===== src/hdl/elev_sup_pkg.sv =====
`default_nettype none
// ---------------------------------------------------------------------------
// elev_sup_pkg
// Types, codes and sizes shared by the elevator supervisor.
// ---------------------------------------------------------------------------
package elev_sup_pkg;

  localparam int QUEUE_DEPTH = 3;
  localparam int ID_W        = 11;
  localparam int FLOOR_W     = 2;
  localparam int QIDX_W      = (QUEUE_DEPTH > 1) ? $clog2(QUEUE_DEPTH) : 1;
  localparam int CNT_W       = $clog2(QUEUE_DEPTH + 1);
  localparam int CFG_IDX_W   = 3;

  localparam logic [CFG_IDX_W-1:0] CFG_FLOOR1_ID = 3'd0;
  localparam logic [CFG_IDX_W-1:0] CFG_FLOOR2_ID = 3'd1;
  localparam logic [CFG_IDX_W-1:0] CFG_FLOOR3_ID = 3'd2;
  localparam logic [CFG_IDX_W-1:0] CFG_CAR_ID    = 3'd3;
  localparam logic [CFG_IDX_W-1:0] CFG_DRIVE_ID  = 3'd4;

  localparam logic [ID_W-1:0] RST_FLOOR1_ID = 11'd513;
  localparam logic [ID_W-1:0] RST_FLOOR2_ID = 11'd514;
  localparam logic [ID_W-1:0] RST_FLOOR3_ID = 11'd515;
  localparam logic [ID_W-1:0] RST_CAR_ID    = 11'd512;
  localparam logic [ID_W-1:0] RST_DRIVE_ID  = 11'd257;

  localparam logic [7:0] ACT_REQ_LO   = 8'd1;
  localparam logic [7:0] ACT_REQ_HI   = 8'd3;
  localparam logic [7:0] ACT_REQ2_LO  = 8'd4;
  localparam logic [7:0] ACT_REQ2_HI  = 8'd6;
  localparam logic [7:0] ACT_REQ2_OFS = 8'd3;
  localparam logic [7:0] ACT_OPEN     = 8'd7;
  localparam logic [7:0] ACT_CLOSE    = 8'd8;

  localparam logic [3:0] FRAME_LEN_ONE = 4'd1;
  localparam logic [7:0] MOVE_ENABLE   = 8'h04;
  localparam int         DOOR_BIT      = 2;

  localparam logic [FLOOR_W-1:0] FLOOR_NONE = 2'd0;
  localparam logic [FLOOR_W-1:0] FLOOR_ONE  = 2'd1;
  localparam logic [FLOOR_W-1:0] FLOOR_TWO  = 2'd2;
  localparam logic [FLOOR_W-1:0] FLOOR_THREE = 2'd3;

  typedef enum logic [1:0] {
    ST_WAITING     = 2'd0,
    ST_DOOR_CLOSED = 2'd1,
    ST_MOVING      = 2'd2,
    ST_DOOR_OPEN   = 2'd3
  } ctrl_state_t;

  typedef struct packed {
    logic            frame_present;
    logic [ID_W-1:0] frame_ident;
    logic [3:0]      frame_length;
    logic [7:0]      frame_byte;
    logic [7:0]      client_action;
  } in_item_t;

  typedef struct packed {
    logic               cmd_valid;
    logic [7:0]         cmd_byte;
    logic [1:0]         fsm_state;
    logic [FLOOR_W-1:0] car_position;
    logic [FLOOR_W-1:0] target_floor;
    logic               door_is_closed;
    logic [1:0]         pending_count;
  } out_item_t;

  typedef struct packed {
    logic [QUEUE_DEPTH-1:0][FLOOR_W-1:0] ent;
    logic [CNT_W-1:0]                    cnt;
    logic                                door_shut;
  } queue_t;

endpackage

`default_nettype wire


===== src/hdl/elevator_supervisor_fsm.sv =====
`default_nettype none
// ---------------------------------------------------------------------------
// elevator_supervisor_fsm
// Supervisor pass for a three-floor car: frame decode, client action,
// request queue and four-state dispatch machine.
// ---------------------------------------------------------------------------
// Usage:
//   in_*  : one supervisor pass per transfer (optional bus frame plus an
//           optional client action).
//   out_* : one result per pass: move command and the state after the pass.
//   cfg_* : node identifier writes, index 0..4; always ready. Write only
//           while no pass is in flight.
// Path: from input transfer to result valid through the input register,
//   then the pass logic into the result register.
// Throughput: one pass per cycle unless stalled; the pass state updates in
//   the cycle the item moves from the input register into the result register.
// Reset: queue empty, door closed, car and target at floor one, machine
//   waiting, identifiers at their default values, both registers empty.
// Stall: a result not taken holds in the result register; the input
//   register still takes one more item, then in_ready drops until out_ready.
// ---------------------------------------------------------------------------
module elevator_supervisor_fsm (
  input  wire logic                              clk,
  input  wire logic                              rst_n,
  input  wire logic                              in_valid,
  output logic                                   in_ready,
  input  wire elev_sup_pkg::in_item_t            in_data,
  output logic                                   out_valid,
  input  wire logic                              out_ready,
  output elev_sup_pkg::out_item_t                out_data,
  input  wire logic                              cfg_valid,
  output logic                                   cfg_ready,
  input  wire logic [elev_sup_pkg::CFG_IDX_W-1:0] cfg_index,
  input  wire logic [elev_sup_pkg::ID_W-1:0]      cfg_data
);
  import elev_sup_pkg::*;

  logic [ID_W-1:0] floor1_id_r, floor2_id_r, floor3_id_r, car_id_r, drive_id_r;

  in_item_t    in_q_r;
  logic        in_vld_r;
  out_item_t   out_r, out_nxt;
  logic        out_vld_r;
  logic        advance;

  ctrl_state_t        state_r, state_nxt;
  queue_t             queue_r, queue_nxt;
  logic [FLOOR_W-1:0] pos_r, pos_nxt;
  logic [FLOOR_W-1:0] tgt_r, tgt_nxt;

  function automatic queue_t push_floor(queue_t q, logic [FLOOR_W-1:0] tgt,
                                        logic [FLOOR_W-1:0] fl);
    queue_t r;
    logic   dup;
    r   = q;
    dup = 1'b0;
    for (int i = 0; i < QUEUE_DEPTH; i++) begin
      if ((CNT_W'(i) < q.cnt) && (q.ent[i] == fl)) begin
        dup = 1'b1;
      end
    end
    if ((fl != FLOOR_NONE) && (q.cnt < CNT_W'(QUEUE_DEPTH)) && !dup) begin
      if (tgt == fl) begin
        r.door_shut = 1'b0;
      end
      r.ent[q.cnt[QIDX_W-1:0]] = fl;
      r.cnt = q.cnt + 1'b1;
    end
    return r;
  endfunction

  assign advance   = in_vld_r && (!out_vld_r || out_ready);
  assign in_ready  = !in_vld_r || advance;
  assign out_valid = out_vld_r;
  assign out_data  = out_r;
  assign cfg_ready = 1'b1;

  always_ff @(posedge clk) begin
    if (!rst_n) begin
      floor1_id_r <= RST_FLOOR1_ID;
      floor2_id_r <= RST_FLOOR2_ID;
      floor3_id_r <= RST_FLOOR3_ID;
      car_id_r    <= RST_CAR_ID;
      drive_id_r  <= RST_DRIVE_ID;
    end else if (cfg_valid && cfg_ready) begin
      case (cfg_index)
        CFG_FLOOR1_ID: floor1_id_r <= cfg_data;
        CFG_FLOOR2_ID: floor2_id_r <= cfg_data;
        CFG_FLOOR3_ID: floor3_id_r <= cfg_data;
        CFG_CAR_ID:    car_id_r    <= cfg_data;
        CFG_DRIVE_ID:  drive_id_r  <= cfg_data;
        default: ;
      endcase
    end
  end

  always_ff @(posedge clk) begin
    if (!rst_n) begin
      in_vld_r <= 1'b0;
    end else if (in_ready) begin
      in_vld_r <= in_valid;
    end
  end

  always_ff @(posedge clk) begin
    if (in_valid && in_ready) begin
      in_q_r <= in_data;
    end
  end

  always_ff @(posedge clk) begin
    if (!rst_n) begin
      out_vld_r <= 1'b0;
    end else if (advance) begin
      out_vld_r <= 1'b1;
    end else if (out_ready) begin
      out_vld_r <= 1'b0;
    end
  end

  always_ff @(posedge clk) begin
    if (advance) begin
      out_r <= out_nxt;
    end
  end

  always_ff @(posedge clk) begin
    if (!rst_n) begin
      state_r <= ST_WAITING;
      queue_r <= '{ent: '0, cnt: '0, door_shut: 1'b1};
      pos_r   <= FLOOR_ONE;
      tgt_r   <= FLOOR_ONE;
    end else if (advance) begin
      state_r <= state_nxt;
      queue_r <= queue_nxt;
      pos_r   <= pos_nxt;
      tgt_r   <= tgt_nxt;
    end
  end

  always_comb begin
    queue_t             q;
    logic [FLOOR_W-1:0] fl;
    logic [7:0]         act;
    logic [7:0]         act_adj;
    logic               dispatch;

    q         = queue_r;
    pos_nxt   = pos_r;
    tgt_nxt   = tgt_r;
    state_nxt = state_r;
    act       = in_q_r.client_action;
    act_adj   = act - ACT_REQ2_OFS;
    dispatch  = 1'b0;
    fl        = FLOOR_NONE;

    if (in_q_r.frame_present && (in_q_r.frame_length == FRAME_LEN_ONE)) begin
      if (in_q_r.frame_ident == floor1_id_r) begin
        q = push_floor(q, tgt_r, FLOOR_ONE);
      end else if (in_q_r.frame_ident == floor2_id_r) begin
        q = push_floor(q, tgt_r, FLOOR_TWO);
      end else if (in_q_r.frame_ident == floor3_id_r) begin
        q = push_floor(q, tgt_r, FLOOR_THREE);
      end else if (in_q_r.frame_ident == car_id_r) begin
        q = push_floor(q, tgt_r, in_q_r.frame_byte[FLOOR_W-1:0]);
        q.door_shut = in_q_r.frame_byte[DOOR_BIT];
      end else if (in_q_r.frame_ident == drive_id_r) begin
        pos_nxt = in_q_r.frame_byte[FLOOR_W-1:0];
      end
    end

    if ((act >= ACT_REQ_LO) && (act <= ACT_REQ_HI)) begin
      q = push_floor(q, tgt_r, act[FLOOR_W-1:0]);
    end else if ((act >= ACT_REQ2_LO) && (act <= ACT_REQ2_HI)) begin
      q = push_floor(q, tgt_r, act_adj[FLOOR_W-1:0]);
    end else if (act == ACT_OPEN) begin
      if (q.door_shut && (pos_nxt != FLOOR_NONE)) begin
        q.door_shut = 1'b0;
      end
    end else if (act == ACT_CLOSE) begin
      q.door_shut = 1'b1;
    end

    case (state_r)
      ST_WAITING: begin
        if (q.cnt != '0) begin
          dispatch = 1'b1;
        end else if (!q.door_shut) begin
          state_nxt = ST_DOOR_OPEN;
        end
      end
      ST_DOOR_CLOSED: begin
        if (q.cnt != '0) begin
          dispatch = 1'b1;
        end else begin
          state_nxt = ST_WAITING;
        end
      end
      ST_MOVING: begin
        if ((pos_nxt != FLOOR_NONE) && (pos_nxt == tgt_r)) begin
          q.door_shut = 1'b0;
          state_nxt   = ST_DOOR_OPEN;
        end
      end
      ST_DOOR_OPEN: begin
        if (q.door_shut) begin
          state_nxt = ST_DOOR_CLOSED;
        end
      end
      default: begin
        state_nxt = ST_WAITING;
      end
    endcase

    if (dispatch) begin
      fl = q.ent[0];
      for (int i = 0; i < QUEUE_DEPTH - 1; i++) begin
        q.ent[i] = q.ent[i+1];
      end
      q.ent[QUEUE_DEPTH-1] = FLOOR_NONE;
      q.cnt     = q.cnt - 1'b1;
      tgt_nxt   = fl;
      pos_nxt   = FLOOR_NONE;
      state_nxt = ST_MOVING;
    end

    queue_nxt              = q;
    out_nxt.cmd_valid      = dispatch;
    out_nxt.cmd_byte       = dispatch ? (MOVE_ENABLE | {6'd0, fl}) : 8'd0;
    out_nxt.fsm_state      = state_nxt;
    out_nxt.car_position   = pos_nxt;
    out_nxt.target_floor   = tgt_nxt;
    out_nxt.door_is_closed = q.door_shut;
    out_nxt.pending_count  = 2'(q.cnt);
  end

`ifndef SYNTHESIS
  a_cmd_moving: assert property (@(posedge clk) disable iff (!rst_n)
    out_valid && out_data.cmd_valid |->
      (out_data.fsm_state == ST_MOVING) && (out_data.car_position == FLOOR_NONE))
    else $error("move command without moving state");

  a_cmd_floor: assert property (@(posedge clk) disable iff (!rst_n)
    out_valid && out_data.cmd_valid |->
      (out_data.cmd_byte[1:0] == out_data.target_floor) &&
      (out_data.target_floor != FLOOR_NONE))
    else $error("move command floor mismatch");

  a_queue_bound: assert property (@(posedge clk) disable iff (!rst_n)
    queue_r.cnt <= CNT_W'(QUEUE_DEPTH))
    else $error("request queue overflow");

  a_stall_block: assert property (@(posedge clk) disable iff (!rst_n)
    in_vld_r && out_vld_r && !out_ready |-> !in_ready)
    else $error("input taken while both registers full");
`endif

endmodule

`default_nettype wire

===== config.mk =====
export PLATFORM = sky130hd
export DESIGN_NAME = elevator_supervisor_fsm
export DESIGN_NICKNAME = d
export VERILOG_FILES = /design/src/hdl/elev_sup_pkg.sv /design/src/hdl/elevator_supervisor_fsm.sv
export SDC_FILE = /design/constraint.sdc
export NUM_CORES = 1
export LEC_CHECK = 0
export BUFFER_PORTS_ARGS = -buffer_cell sky130_fd_sc_hd__buf_2
export CORE_UTILIZATION = 45
export DETAILED_ROUTE_END_ITERATION = 8
export RECOVER_POWER = 100
export SLEW_MARGIN = 5
export SYNTH_ARGS = -nofsm -noshare
export SYNTH_HDL_FRONTEND = slang
export SYNTH_SLANG_ARGS = --single-unit

===== constraint.sdc =====
create_clock -name clk -period 5.65 [get_ports clk]
set_clock_uncertainty 0.2 [all_clocks]
set_input_delay 0.8475 -clock clk [delete_from_list [all_inputs] [get_ports clk]]
set_output_delay 0.8475 -clock clk [all_outputs]
set_load 0.05 [all_outputs]

==> parameters.txt <==
Parameter                              Value

Global route
  GR Util All Layers    24.5%
  Vias in the first global route    5052
  Global-route wire length before repair    27100 um
  Number of antenna violations at the first check in global routing    1
  Pin count of the biggest net entering global routing    54
  Global-route congestion overflow total    0

STA
  Summed negative setup slack over all endpoints    0 ps
  RSZ-0062 raised after global routing    no
  Count of final setup violators    0
  Slew Viols, Final    82
  Post-route worst hold slack    281 ps
  Final Critical Period    5330 ps
  Endpoints failing hold    0
  Maximum clock frequency    0.188 GHz
  Transition at the pin with the smallest max-transition slack    1980 ps
  Portion of the clock cycle consumed by the worst path in the final layout    94.3%
  Relative slew slack    -32.0%

Placed design
  Count of input and output buffers    60
  Placer's final routability congestion estimate    0.891
  Post-DP HPWL    12300 um

Route
  Number of detailed-routing iterations run before antenna repair    5
  Total number of vias    5315
  Final routed DRC violation total    0
  Wirelength per Cell    17.9 um
  Residual antenna-violating net count after detailed routing    0
  Routed via count divided by cell count    5.65
  Total wire length after detailed routing    16900 um
  Iteration-0 DRC Markers    445

Floorplanning
  Initial core utilization    46.9%
  Number of rows in the core area    42
  Horiz. Die Dim    120 um
  Number of I/O pins    72
  Vertical die dimension    120 um
  Area of the die    14500 sq um
  Core Box Area    13500 sq um

Synthesis
  Cell count after synthesis    716
  Ys async rst share    0%
  Synthesized area per cell    8.80 sq um
  Yosys Warn Count    0
  Post-synth top area share    22.9%
  Sequential cell area fraction in the yosys report    41.4%
  Post-synthesis sequential element count    111
  Number of enable flip-flop cells after synthesis    39
  Area of the mapped netlist    6300 sq um
  Count of unique library cells instantiated by Yosys    77
  Largest cells by area after synthesis    sky130_fd_sc_hd__dfxtp_1 23%, sky130_fd_sc_hd__edfxtp_1 19%, sky130_fd_sc_hd__nand2_1 9.1%
  Flip-flop cell with the highest count after synthesis    sky130_fd_sc_hd__dfxtp_1
  Cell type with the highest aggregate area in the netlist    sky130_fd_sc_hd__dfxtp_1

Clock tree
  H-tree depth reported by CTS    3
  Count of hold-fix buffers inserted at cts    0
  Buffer levels on the longest clock path    2
  TritonCTS clock tree    built
  Root Driver    sky130_fd_sc_hd__clkbuf_16
  Total clock buffers created by CTS    9
  TritonCTS sink count    111
  Clock slew seen by the registers of the worst setup and hold paths    80 ps
  Clock latency on the worst-skew pair    360 ps

Power and ir drop
  Logic gate share of total power    12.5%
  Leakage power summed over all cells    2.65 nW
  Sequential share of power    51.2%
  P per Cell Area    248 nW/um^2
  Highest ir drop seen on vdd    0.226 mV
  Clock share of power    36.3%
  Total power    0.00174 W
  Sw power    0.000475 W
  Internal Power    0.00127 W
  Switch share    27.2%

Finish
  Proportion of layout cells with a drive suffix above 1    13.5%
  Multi-input gate area    3420 sq um
  Commonest cells after routing, fill and taps aside    153 x sky130_fd_sc_hd__nand2_1, 72 x sky130_fd_sc_hd__dfxtp_1, 48 x sky130_fd_sc_hd__a21boi_0
  Utilization of the core after routing    52.3%
  Fillcell total    1303
  Nets    824
  Area added between synthesis and finish    11.7%
  Leading cell type in the layout, fill and taps excluded    sky130_fd_sc_hd__nand2_1
  Storage element area    2610 sq um

Setup path
  Startpoint of the worst register-to-register path    in_q_r[30]$_DFFE_PP_
  Worst Setup End Kind    flip-flop
  Critical path launch point    in_q_r[30]$_DFFE_PP_
  Biggest fanout along the worst timing path    17
  Worst Setup Path Type    flip-flop to flip-flop
  Register-to-register setup slack    320 ps
  Critical Path AT    5380 ps
  WP data required    5700 ps
  Crit path launch type    flip-flop

Min path
  Worst Min Path Start    floor2_id_r[0]$_SDFFE_PN0P_
  Hold/Removal Path Class    flip-flop to flip-flop

Outcome
  Outcome    complete, but fails checks
  Failing checks    max-capacitance violations, max-slew violations

Run
  Max-capacitance violation count    2
-- worst max-delay path, cell delays in order (launching register included) --
cell	delay [ps]
sky130_fd_sc_hd__edfxtp_1	520
sky130_fd_sc_hd__xnor2_1	370
sky130_fd_sc_hd__nand4_1	130
sky130_fd_sc_hd__nor3_1	250
sky130_fd_sc_hd__buf_4	270
sky130_fd_sc_hd__a2111oi_0	100
sky130_fd_sc_hd__o31ai_1	280
sky130_fd_sc_hd__o31a_1	270
sky130_fd_sc_hd__buf_4	170
sky130_fd_sc_hd__inv_1	60
sky130_fd_sc_hd__ha_1	290
sky130_fd_sc_hd__o311a_4	460
sky130_fd_sc_hd__a21o_1	260
sky130_fd_sc_hd__buf_4	170
sky130_fd_sc_hd__xor2_1	160
sky130_fd_sc_hd__ha_1	220
sky130_fd_sc_hd__or2_2	310
sky130_fd_sc_hd__clkinv_1	120
sky130_fd_sc_hd__xnor3_1	440
sky130_fd_sc_hd__nand2_1	90
sky130_fd_sc_hd__a21boi_1	80
-- area by class of cell --
cell class / count / share of cell area (%)
clock buffer: 11 / 3.61
sequential: 111 / 37.1
multi-input combinational: 541 / 48.5
timing repair buffer: 82 / 6.27
antenna: 1 / 0.0355
clock inverter: 5 / 0.586
tap: 176 / 3.13
inverter: 14 / 0.746
-- power groups by stage --
| stage | registers [W] | clock network (W) | logic, W |
|---|---|---|---|
| 2_1_floorplan | 0.000909 | 0 | 0.000148 |
| 3_3_place_gp | 0.000909 | 0 | 0.000212 |
| 3_5_place_dp | 0.000910 | 0 | 0.000216 |
| 4_1_cts | 0.000892 | 0.000650 | 0.000217 |
| 5_1_grt | 0.000897 | 0.000679 | 0.000239 |
| 6_report | 0.000892 | 0.000634 | 0.000218 |
-- final timing paths --
| path | endpoint | cells past startpoint |
|---|---|---|
| worst max-delay path | queue_r[1]$_SDFFE_PN0P_ | 20 |
| worst min-delay path | floor2_id_r[0]$_SDFFE_PN0P_ | 2 |
| worst max register to register | queue_r[1]$_SDFFE_PN0P_ | 20 |
| worst min register to register | floor2_id_r[0]$_SDFFE_PN0P_ | 2 |
-- what timing repair did --
action | 4_1_cts | 5_1_grt
setup endpoints to repair | 0 | 17
gates resized for setup | 0 | 7
setup buffers | 0 | 0
-- layer usage --
metal	GRT usage, %	vias to the layer above	part of all wire (%)
li1	-	2588	-
met1	32.7	2519	45
met2	39.9	189	47
met3	5.05	19	6.2
met4	7.25	0	1.6
met5	0	-	0
-- registers in the layout, summed over array words and instances (netlist names), 9 cells and up --
| register | count |
|---|---|
| out_data | 12 |
| car_id_r | 11 |
| queue_r | 9 |
| drive_id_r | 11 |
| floor3_id_r | 11 |
| floor1_id_r | 11 |
| floor2_id_r | 11 |
| in_q_r | 27 |
-- logic make-up after synthesis --
logic type                 Yosys count  synth area share [%]
DFF                                111                  41.4
xor gates and xnor gates            66                  9.63
and+or+nand+nor                    292                  22.3
AOI/OAI and AO/OA                  160                  18.2
buffers and inverters               68                  5.06
muxes                                3                 0.476
adders and majority gates           14                  2.78
other                                2                 0.119
-- cell usage after synthesis, types with 6 or more instances --
master,instances
sky130_fd_sc_hd__nand2_1,153
sky130_fd_sc_hd__dfxtp_1,72
sky130_fd_sc_hd__a21boi_0,48
sky130_fd_sc_hd__edfxtp_1,39
sky130_fd_sc_hd__xor2_1,36
sky130_fd_sc_hd__clkbuf_1,32
sky130_fd_sc_hd__nor2_1,29
sky130_fd_sc_hd__nand3_1,28
sky130_fd_sc_hd__xnor2_1,27
sky130_fd_sc_hd__a21oi_1,21
sky130_fd_sc_hd__o21ai_0,18
sky130_fd_sc_hd__ha_1,14
sky130_fd_sc_hd__inv_1,12
sky130_fd_sc_hd__nor3_1,12
sky130_fd_sc_hd__a31oi_1,10
sky130_fd_sc_hd__and3_1,9
sky130_fd_sc_hd__buf_2,9
sky130_fd_sc_hd__nor4_1,9
sky130_fd_sc_hd__buf_4,8
sky130_fd_sc_hd__o31ai_1,8
sky130_fd_sc_hd__nand4_1,7
sky130_fd_sc_hd__a21o_1,6
sky130_fd_sc_hd__nor2b_1,6
-- stage by stage --
step	worst slack (ps)	instances	cell area (sq um)
CTS	140	940	7030
detailed placement	178	924	6740
global placement	272	924	6740
finish	321	941	7040
global route	5.48	940	7040
floorplan	442	720	6320
Power figures use the tool's default switching activity.
